===== src/u8u16_pkg.sv =====
// Package for the UTF-8 to UTF-16 transcoder.
// Holds the byte codes, code unit constants and the result types; no dependencies.
package u8u16_pkg;

	localparam logic [7:0] CONT_MASK  = 8'hC0;
	localparam logic [7:0] CONT_TAG   = 8'h80;
	localparam logic [7:0] LEAD_MIN   = 8'hC2;
	localparam logic [7:0] LEAD3_BASE = 8'hE0;
	localparam logic [7:0] LEAD4_BASE = 8'hF0;
	localparam logic [7:0] LEAD_LIMIT = 8'hF5;
	localparam logic [7:0] LEAD_ED    = 8'hED;
	localparam logic [7:0] LEAD_F4    = 8'hF4;
	localparam logic [7:0] SECOND_A0  = 8'hA0;
	localparam logic [7:0] SECOND_90  = 8'h90;

	localparam logic [15:0] REPL_UNIT = 16'hFFFD;
	localparam logic [15:0] HI_SURR   = 16'hD800;
	localparam logic [15:0] LO_SURR   = 16'hDC00;
	localparam logic [20:0] SUPP_BASE = 21'h10000;

	localparam int MAX_UNITS = 4;

	typedef struct packed {
		logic [15:0] code;
		logic        bad;
		logic        fin;
	} unit_t;

	typedef struct packed {
		logic [2:0]            cnt;
		unit_t [MAX_UNITS-1:0] slot;
	} res_t;

endpackage


===== src/u8u16_byte_if.sv =====
// Byte request channel: valid/ready handshake with one UTF-8 byte and an end flag.
// No dependencies.
interface u8u16_byte_if;
	logic       valid;
	logic       ready;
	logic [7:0] in_byte;
	logic       end_of_text;

	modport source (output valid, output in_byte, output end_of_text, input ready);
	modport sink (input valid, input in_byte, input end_of_text, output ready);
endinterface


===== src/u8u16_unit_if.sv =====
// Code unit request channel: valid/ready handshake with one UTF-16 unit and flags.
// No dependencies.
interface u8u16_unit_if;
	logic        valid;
	logic        ready;
	logic [15:0] code_unit;
	logic        malformed;
	logic        final_unit;

	modport source (output valid, output code_unit, output malformed, output final_unit,
		input ready);
	modport sink (input valid, input code_unit, input malformed, input final_unit,
		output ready);
endinterface


===== src/u8u16_decode.sv =====
// Sequence decoder: pending-sequence state plus the logic that turns one byte
// into up to four code units. Depends on u8u16_pkg.
module u8u16_decode (
	input  logic             clk,
	input  logic             arst_n,
	input  logic             step,
	input  logic [7:0]       in_byte,
	input  logic             end_of_text,
	output u8u16_pkg::res_t  res
);
	import u8u16_pkg::*;

	logic [7:0]      lead_q;
	logic [1:0]      held_cnt_q;
	logic [1:0][5:0] held_q;

	logic        pending, ok, advance, complete, hold, fresh;
	logic [1:0]  need;
	logic [5:0]  low6;
	logic [20:0] cp;
	logic [19:0] voff;
	logic [15:0] main0, main1;
	logic        main0_bad;
	logic [1:0]  n_f, n_m, n_e;
	logic [2:0]  total;
	logic [7:0]  lead_d;
	logic [1:0]  held_cnt_d;
	logic        f_lead;

	always_comb begin
		pending = (lead_q != 8'd0);
		low6    = in_byte[5:0];
		if (lead_q < LEAD3_BASE) begin
			need = 2'd1;
		end else if (lead_q < LEAD4_BASE) begin
			need = 2'd2;
		end else begin
			need = 2'd3;
		end

		ok = ((in_byte & CONT_MASK) == CONT_TAG);
		// second-byte range limits that rule out overlong, surrogate and >10FFFF
		if (held_cnt_q == 2'd0) begin
			if (lead_q == LEAD3_BASE && in_byte < SECOND_A0) ok = 1'b0;
			if (lead_q == LEAD_ED && in_byte >= SECOND_A0) ok = 1'b0;
			if (lead_q == LEAD4_BASE && in_byte < SECOND_90) ok = 1'b0;
			if (lead_q == LEAD_F4 && in_byte >= SECOND_90) ok = 1'b0;
		end

		advance  = pending && ok;
		complete = advance && ({1'b0, held_cnt_q} + 3'd1 == {1'b0, need});
		hold     = advance && !complete;
		fresh    = !advance;

		unique case (need)
			2'd1:    cp = {10'd0, lead_q[4:0], low6};
			2'd2:    cp = {5'd0, lead_q[3:0], held_q[0], low6};
			default: cp = {lead_q[2:0], held_q[0], held_q[1], low6};
		endcase
		voff = 20'(cp - SUPP_BASE);

		n_f        = (pending && !ok) ? 2'(held_cnt_q + 2'd1) : 2'd0;
		main0      = cp[15:0];
		main1      = LO_SURR | {6'd0, voff[9:0]};
		main0_bad  = 1'b0;
		n_m        = 2'd0;
		f_lead     = 1'b0;
		lead_d     = 8'd0;
		held_cnt_d = 2'd0;

		if (complete) begin
			if (cp > 21'h00FFFF) begin
				main0 = HI_SURR | {6'd0, voff[19:10]};
				n_m   = 2'd2;
			end else begin
				n_m = 2'd1;
			end
		end else if (hold) begin
			lead_d     = lead_q;
			held_cnt_d = 2'(held_cnt_q + 2'd1);
		end else if (fresh) begin
			if (!in_byte[7]) begin
				main0 = {8'd0, in_byte};
				n_m   = 2'd1;
			end else if (in_byte < LEAD_MIN || in_byte >= LEAD_LIMIT) begin
				main0     = REPL_UNIT;
				main0_bad = 1'b1;
				n_m       = 2'd1;
			end else begin
				f_lead = 1'b1;
				lead_d = in_byte;
			end
		end

		// end of text flushes whatever is still pending
		n_e = 2'd0;
		if (end_of_text && (f_lead || hold)) begin
			n_e        = 2'(held_cnt_d + 2'd1);
			lead_d     = 8'd0;
			held_cnt_d = 2'd0;
		end

		total = 3'(n_f) + 3'(n_m) + 3'(n_e);
	end

	always_comb begin
		res.cnt = total;
		for (int k = 0; k < MAX_UNITS; k++) begin
			if (3'(k) < 3'(n_f)) begin
				res.slot[k].code = REPL_UNIT;
				res.slot[k].bad  = 1'b1;
			end else if (3'(k) < 3'(n_f) + 3'(n_m)) begin
				res.slot[k].code = (3'(k) == 3'(n_f)) ? main0 : main1;
				res.slot[k].bad  = (3'(k) == 3'(n_f)) ? main0_bad : 1'b0;
			end else begin
				res.slot[k].code = REPL_UNIT;
				res.slot[k].bad  = 1'b1;
			end
			res.slot[k].fin = end_of_text && (3'(k) + 3'd1 == total);
		end
	end

	always_ff @(posedge clk or negedge arst_n) begin
		if (!arst_n) begin
			lead_q     <= 8'd0;
			held_cnt_q <= 2'd0;
		end else if (step) begin
			lead_q     <= lead_d;
			held_cnt_q <= held_cnt_d;
		end
	end

	always_ff @(posedge clk) begin
		if (step && hold) begin
			held_q[held_cnt_q[0]] <= low6;
		end
	end

endmodule


===== src/u8u16_outbuf.sv =====
// Result buffer: holds the units of one byte and sends them one per request.
// Depends on u8u16_pkg and u8u16_unit_if.
module u8u16_outbuf (
	input  logic            clk,
	input  logic            arst_n,
	input  logic            load,
	input  u8u16_pkg::res_t res,
	output logic            free,
	u8u16_unit_if.source    units
);
	import u8u16_pkg::*;

	logic [2:0]            cnt_q;
	unit_t [MAX_UNITS-1:0] slot_q;
	logic                  pop;

	assign pop  = (cnt_q != 3'd0) && units.ready;
	assign free = (cnt_q == 3'd0) || (cnt_q == 3'd1 && units.ready);

	assign units.valid      = (cnt_q != 3'd0);
	assign units.code_unit  = slot_q[0].code;
	assign units.malformed  = slot_q[0].bad;
	assign units.final_unit = slot_q[0].fin;

	always_ff @(posedge clk or negedge arst_n) begin
		if (!arst_n) begin
			cnt_q <= 3'd0;
		end else if (load) begin
			cnt_q <= res.cnt;
		end else if (pop) begin
			cnt_q <= 3'(cnt_q - 3'd1);
		end
	end

	always_ff @(posedge clk) begin
		if (load) begin
			slot_q <= res.slot;
		end else if (pop) begin
			for (int i = 0; i < MAX_UNITS - 1; i++) begin
				slot_q[i] <= slot_q[i+1];
			end
		end
	end

endmodule


===== src/utf8_to_utf16_transcoder.sv =====
// A byte accepted on the byte port is registered in the input stage, then decoded
// and loaded into the result buffer, which drives its first unit on the port.
// Throughput: one byte per cycle while units are taken; a byte releasing more than
// one unit holds back the next byte while the single unit port drains the buffer.
// Reset (arst_n low, asynchronous) drops any pending sequence and queued units.
// Depends on u8u16_pkg, u8u16_byte_if, u8u16_unit_if, u8u16_decode, u8u16_outbuf.
module utf8_to_utf16_transcoder (
	input  logic         clk,
	input  logic         arst_n,
	u8u16_byte_if.sink   bytes,
	u8u16_unit_if.source units
);
	import u8u16_pkg::*;

	logic       valid_s1;
	logic [7:0] byte_s1;
	logic       eot_s1;
	logic       load, free;
	res_t       res;

	assign load        = valid_s1 && free;
	assign bytes.ready = !valid_s1 || load;

	always_ff @(posedge clk or negedge arst_n) begin
		if (!arst_n) begin
			valid_s1 <= 1'b0;
		end else if (bytes.ready) begin
			valid_s1 <= bytes.valid;
		end
	end

	always_ff @(posedge clk) begin
		if (bytes.ready && bytes.valid) begin
			byte_s1 <= bytes.in_byte;
			eot_s1  <= bytes.end_of_text;
		end
	end

	u8u16_decode u_decode (
		.clk         (clk),
		.arst_n      (arst_n),
		.step        (load),
		.in_byte     (byte_s1),
		.end_of_text (eot_s1),
		.res         (res)
	);

	u8u16_outbuf u_outbuf (
		.clk    (clk),
		.arst_n (arst_n),
		.load   (load),
		.res    (res),
		.free   (free),
		.units  (units)
	);

endmodule


===== src/flat_wrapper.sv =====
// flat-port wrapper written by rule: the top's interface ports become plain ports
module utf8_to_utf16_transcoder_flat import u8u16_pkg::*;
  (clk, arst_n, bytes_valid, bytes_in_byte, bytes_end_of_text, bytes_ready, units_valid, units_code_unit, units_malformed, units_final_unit, units_ready);
  u8u16_byte_if bytes_i ();
  u8u16_unit_if units_i ();
  input  logic clk;
  input  logic arst_n;
  input wire logic [$bits(bytes_i.valid)-1:0] bytes_valid;
  input wire logic [$bits(bytes_i.in_byte)-1:0] bytes_in_byte;
  input wire logic [$bits(bytes_i.end_of_text)-1:0] bytes_end_of_text;
  output wire logic [$bits(bytes_i.ready)-1:0] bytes_ready;
  output wire logic [$bits(units_i.valid)-1:0] units_valid;
  output wire logic [$bits(units_i.code_unit)-1:0] units_code_unit;
  output wire logic [$bits(units_i.malformed)-1:0] units_malformed;
  output wire logic [$bits(units_i.final_unit)-1:0] units_final_unit;
  input wire logic [$bits(units_i.ready)-1:0] units_ready;
  assign bytes_i.valid = bytes_valid;
  assign bytes_i.in_byte = bytes_in_byte;
  assign bytes_i.end_of_text = bytes_end_of_text;
  assign bytes_ready = bytes_i.ready;
  assign units_valid = units_i.valid;
  assign units_code_unit = units_i.code_unit;
  assign units_malformed = units_i.malformed;
  assign units_final_unit = units_i.final_unit;
  assign units_i.ready = units_ready;
  utf8_to_utf16_transcoder u_core (.clk(clk), .arst_n(arst_n), .bytes(bytes_i), .units(units_i));
endmodule

===== config.mk =====
export PLATFORM = sky130hd
export DESIGN_NAME = utf8_to_utf16_transcoder_flat
export DESIGN_NICKNAME = d
export VERILOG_FILES = /design/src/u8u16_pkg.sv /design/src/u8u16_byte_if.sv /design/src/u8u16_unit_if.sv /design/src/u8u16_decode.sv /design/src/u8u16_outbuf.sv /design/src/utf8_to_utf16_transcoder.sv /design/src/flat_wrapper.sv
export SDC_FILE = /design/constraint.sdc
export NUM_CORES = 1
export LEC_CHECK = 0
export BUFFER_PORTS_ARGS = -buffer_cell sky130_fd_sc_hd__buf_2
export CORE_MARGIN = 4
export CORE_UTILIZATION = 23
export DETAILED_ROUTE_END_ITERATION = 8
export HOLD_SLACK_MARGIN = 0.1
export PLACE_DENSITY_LB_ADDON = 0.25
export SYNTH_ARGS = -nofsm -noshare
export SYNTH_HDL_FRONTEND = slang
export SYNTH_SLANG_ARGS = --single-unit

===== constraint.sdc =====
create_clock -name clk -period 4.2 [get_ports clk]
set_input_delay 0.84 -clock clk [delete_from_list [all_inputs] [get_ports clk]]
set_output_delay 0.84 -clock clk [all_outputs]
set_load 0.01 [all_outputs]

==> out/metrics.csv <==
stage,metric,value,unit
cells_and_area,fin_nets,537,
worst_setup_path,path_max_fanout,15,
clocking,htree_levels,3,
timing,finClkSkew,0.007846,ns
die,rows,57,
logic_synthesis,syn_avg_cell_area,11.51,µm²
logic_synthesis,yosysWarnings,0,
worst_setup_path,worst_setup_path_start_kind,flop,
worst_setup_path,path_buf_inv,2,
route,route.detailed.drc,0,
cells_and_area,drive_above_1_share,19.88,%
timing,hold_viol,0,
clocking,insertion_delay,0.35,ns
clocking,cts_buffers,9,
route,wl,14.73,mm
logic_synthesis,synth_edf_count,93,
worst_setup_path,r2r-end,u_core.u_outbuf.slot_q[18]$_DFFE_PP_,
clocking,cts_tree,done,
logic_synthesis,synthArstFlopShare,13.08,%
run,drv_cap,0,
placement,dp_cells,826,
worst_hold_path,hp-class,in2async,
route,drt_iter0_markers,375,
logic_synthesis,mappedNetlistArea,5650,µm²
timing,finalSetupViolCount,0,
timing,tightest_slew,0.9874,ns
route,antenna_left,0,
clocking,cts_setup_buffers,0,
route,vias_per_cell,4.648,
timing,postLayoutSetupSlackWorst,0.3056,ns
logic_synthesis,synth_cells,491,
worst_setup_path,worstSetupPathType,reg2reg,
timing,tns,0,ns
worst_setup_path,arrival,4.05,ns
cells_and_area,antenna_cells,0,
worst_setup_path,end_kind,flop,
worst_setup_path,regToRegSetupSlack,0.31,ns
clocking,ctsHoldBuffers,0,
worst_setup_path,slowest_stage,fa_1,
cells_and_area,final_common_cell,edfxtp_1,
placement,dpl.hpwl,10.72,mm
logic_synthesis,syn_nets,515,
global_routing,grt_pass1_wl,23.58,mm
timing,slew_headroom,33.67,%
global_routing,grt_max_degree,55,
clocking,clk_pin_slew,0.07,ns
die,dieArea,27140,µm²
timing,finalMaxSlewViolations,0,
die,start_util,23.30,%
placement,pre_cts_ws,0.2033,ns
cells_and_area,final.fill_count,2577,
die,core,24250,µm²
die,die_h,164.7,µm
worst_setup_path,worstPathCellList,"buf_4, nand4b_1, o41ai_2, a21oi_4, nand3_2, o21ai_0, ha_1, fa_1, inv_1, fa_1, xor2_2, nand2_1, o41ai_1",
logic_synthesis,ys_types,70,
logic_synthesis,ys_seq_elements,107,
global_routing,grt.overflow.total,0,
die,pin_count,33,
global_routing,grt_pass1_vias,4057,
route,vias,3914,
power_and_ir_drop,ir_drop,0.2729,mV
worst_setup_path,worstPathRequired,4.36,ns
timing,period_share,92.72,%
worst_setup_path,cp_num_cells,13,
timing,fmax,0.2568,GHz
logic_synthesis,ys.flop_type,edfxtp_1,
outcome,status,"complete, no violations",
cells_and_area,most-common-layout-cells,"93 x edfxtp_1, 54 x nor2_1, 35 x nand2_1, 32 x a21oi_1, 32 x buf_2",
worst_setup_path,r2r-start,u_core.u_decode.lead_q[4]$_DFFE_PN0P_,
route,route.detailed.wl_per_inst,17.49,µm
global_routing,antenna_found_initial,0,
placement,portBuffers,32,
worst_setup_path,rr_worst_depth,13,
die,die_x,164.7,µm
cells_and_area,final_cell_count_no_fill,842,
power_and_ir_drop,leakage,2.015,nW
worst_setup_path,path_common_cell,fa_1,
worst_setup_path,path_delay_family,adder cells,
clocking,cts_resized,0,
clocking,clock-sinks,107,
clocking,cts.path.max_buffers,2,
worst_setup_path,cp_slowest_stage_delay,0.57,ns
logic_synthesis,yosysSeqAreaShare,55.62,%
placement,gp_congestion,0.9222,
global_routing,grt_usage,11.33,%
clocking,clock_tree.root_cell,clkbuf_16,
cells_and_area,areaGrowthSynthToFinish,13.64,%
timing,fin_crit,3.894,ns
timing,rsz0062_at_grt,no,
power_and_ir_drop,powerDensity,652.7,nW/µm²
route,first_pass_iters,5,
cell families (layout without fill, tap and decap cells):
logic type,after synthesis,in the layout,share of synthesized area [%]
compound gates,130,130,17.36
mux,18,18,3.233
simple gates,161,161,14.59
buf+inv,60,87,5.868
xor+xnor,4,4,0.6200
flops,107,107,55.62
fa+ha+maj,11,11,2.702
area by class of cell:
cell class / count / area, µm² / share of cell area (%)
clock inverter: 5 / 52.55 / 0.8184
multi-input combinational: 324 / 2198 / 34.24
inverter: 17 / 63.81 / 0.9938
timing repair buffer: 54 / 325.3 / 5.066
tap: 324 / 405.4 / 6.313
clock buffer: 11 / 232.7 / 3.624
sequential: 107 / 3143 / 48.95
per-layer routing:
metal | part of all wire [%] | track usage (%) | vias to the layer above
met1 | 46 | 15.39 | 1930
met4 | 1.5 | 3.176 | 0
met2 | 48 | 18.11 | 101
met5 | 0 | 0 | -
li1 | - | - | 1870
met3 | 4.8 | 2.670 | 13
per-stage QoR:
step           utilization (%)  hold slack, ns  power (mW)  cell area, µm²
6_report                 26.48          0.3986       4.191            6421
5_1_grt                  26.48          0.4110       4.476            6421
4_1_cts                  26.39          0.4008       4.222            6399
3_5_place_dp             25.21          0.5046       3.371            6113
3_3_place_gp             25.21          0.4912       3.369            6113
2_1_floorplan                -          0.4393       2.852            5650
power breakdown:
part           switching [mW]  internal (mW)  leakage (nW)  total, mW
combinational            1.17          0.587         0.958       1.76
sequential              0.157           1.45         0.915       1.61
clock                   0.368          0.461         0.141      0.829
sequential cells by signal, summed over array words and instances, names as in the netlist:
signal	count
u_core.valid_s1	1
u_core.u_decode.held_cnt_q	2
u_core.u_decode.lead_q	8
u_core.u_decode.held_q	12
u_core.eot_s1	1
u_core.byte_s1	8
u_core.u_outbuf.units.malformed	1
u_core.u_outbuf.units.final_unit	1
u_core.u_outbuf.cnt_q	3
u_core.u_outbuf.units.code_unit	16
u_core.u_outbuf.slot_q	54
cells in the mapped netlist (3+ instances only):
cell / n / share of area (%)
edfxtp_1: 93 / 49
nor2_1: 54 / 3.6
nand2_1: 35 / 2.3
a21oi_1: 32 / 2.8
o22a_1: 19 / 2.9
buf_4: 17 / 2.3
inv_1: 16 / 1.1
mux2i_1: 16 / 2.8
dfrtp_1: 14 / 6.2
nor3_1: 14 / 1.2
clkbuf_1: 13 / 0.86
o21ai_0: 13 / 1.2
nand2b_1: 11 / 1.2
nand3_1: 11 / 0.97
ha_1: 9 / 2.0
a22o_1: 7 / 1.1
buf_2: 7 / 0.62
a31oi_1: 5 / 0.55
a21o_1: 4 / 0.53
a21oi_2: 4 / 0.62
and3_1: 4 / 0.44
nand4_1: 4 / 0.44
nor3_2: 4 / 0.71
nor4_1: 4 / 0.44
xor2_1: 4 / 0.62
a211o_1: 3 / 0.47
a221oi_2: 3 / 0.80
and2_1: 3 / 0.33
buf_6: 3 / 0.60
nand3_2: 3 / 0.53
nor2_2: 3 / 0.33
o211ai_1: 3 / 0.40
o21ai_2: 3 / 0.47
o22ai_1: 3 / 0.33
o31a_1: 3 / 0.47
how the worst max path moves through the flow:
stage,startpoint,slack [ns],to
floorplan,u_core.u_decode.held_cnt_q[0]$_DFFE_PN0P_,0.48,u_core.u_outbuf.slot_q[18]$_DFFE_PP_
global placement,u_core.u_decode.lead_q[7]$_DFFE_PN0P_,0.29,u_core.u_outbuf.slot_q[18]$_DFFE_PP_
detailed placement,u_core.u_decode.lead_q[7]$_DFFE_PN0P_,0.20,u_core.u_outbuf.slot_q[18]$_DFFE_PP_
CTS,u_core.u_decode.lead_q[7]$_DFFE_PN0P_,0.18,u_core.u_outbuf.slot_q[18]$_DFFE_PP_
global route,u_core.u_decode.lead_q[4]$_DFFE_PN0P_,0.06,u_core.u_outbuf.slot_q[36]$_DFFE_PP_
finish,u_core.u_decode.lead_q[4]$_DFFE_PN0P_,0.31,u_core.u_outbuf.slot_q[18]$_DFFE_PP_
worst reg2reg max path, cell delays in order (launching register included):
cell and delay [ns]:
dfrtp_1 0.46, buf_4 0.24, nand4b_1 0.20, o41ai_2 0.49, a21oi_4 0.09, nand3_2 0.15
o21ai_0 0.12, ha_1 0.20, fa_1 0.57, inv_1 0.10, fa_1 0.46, xor2_2 0.26
nand2_1 0.11, o41ai_1 0.24
Note: power is estimated with default switching activity, not from simulation.
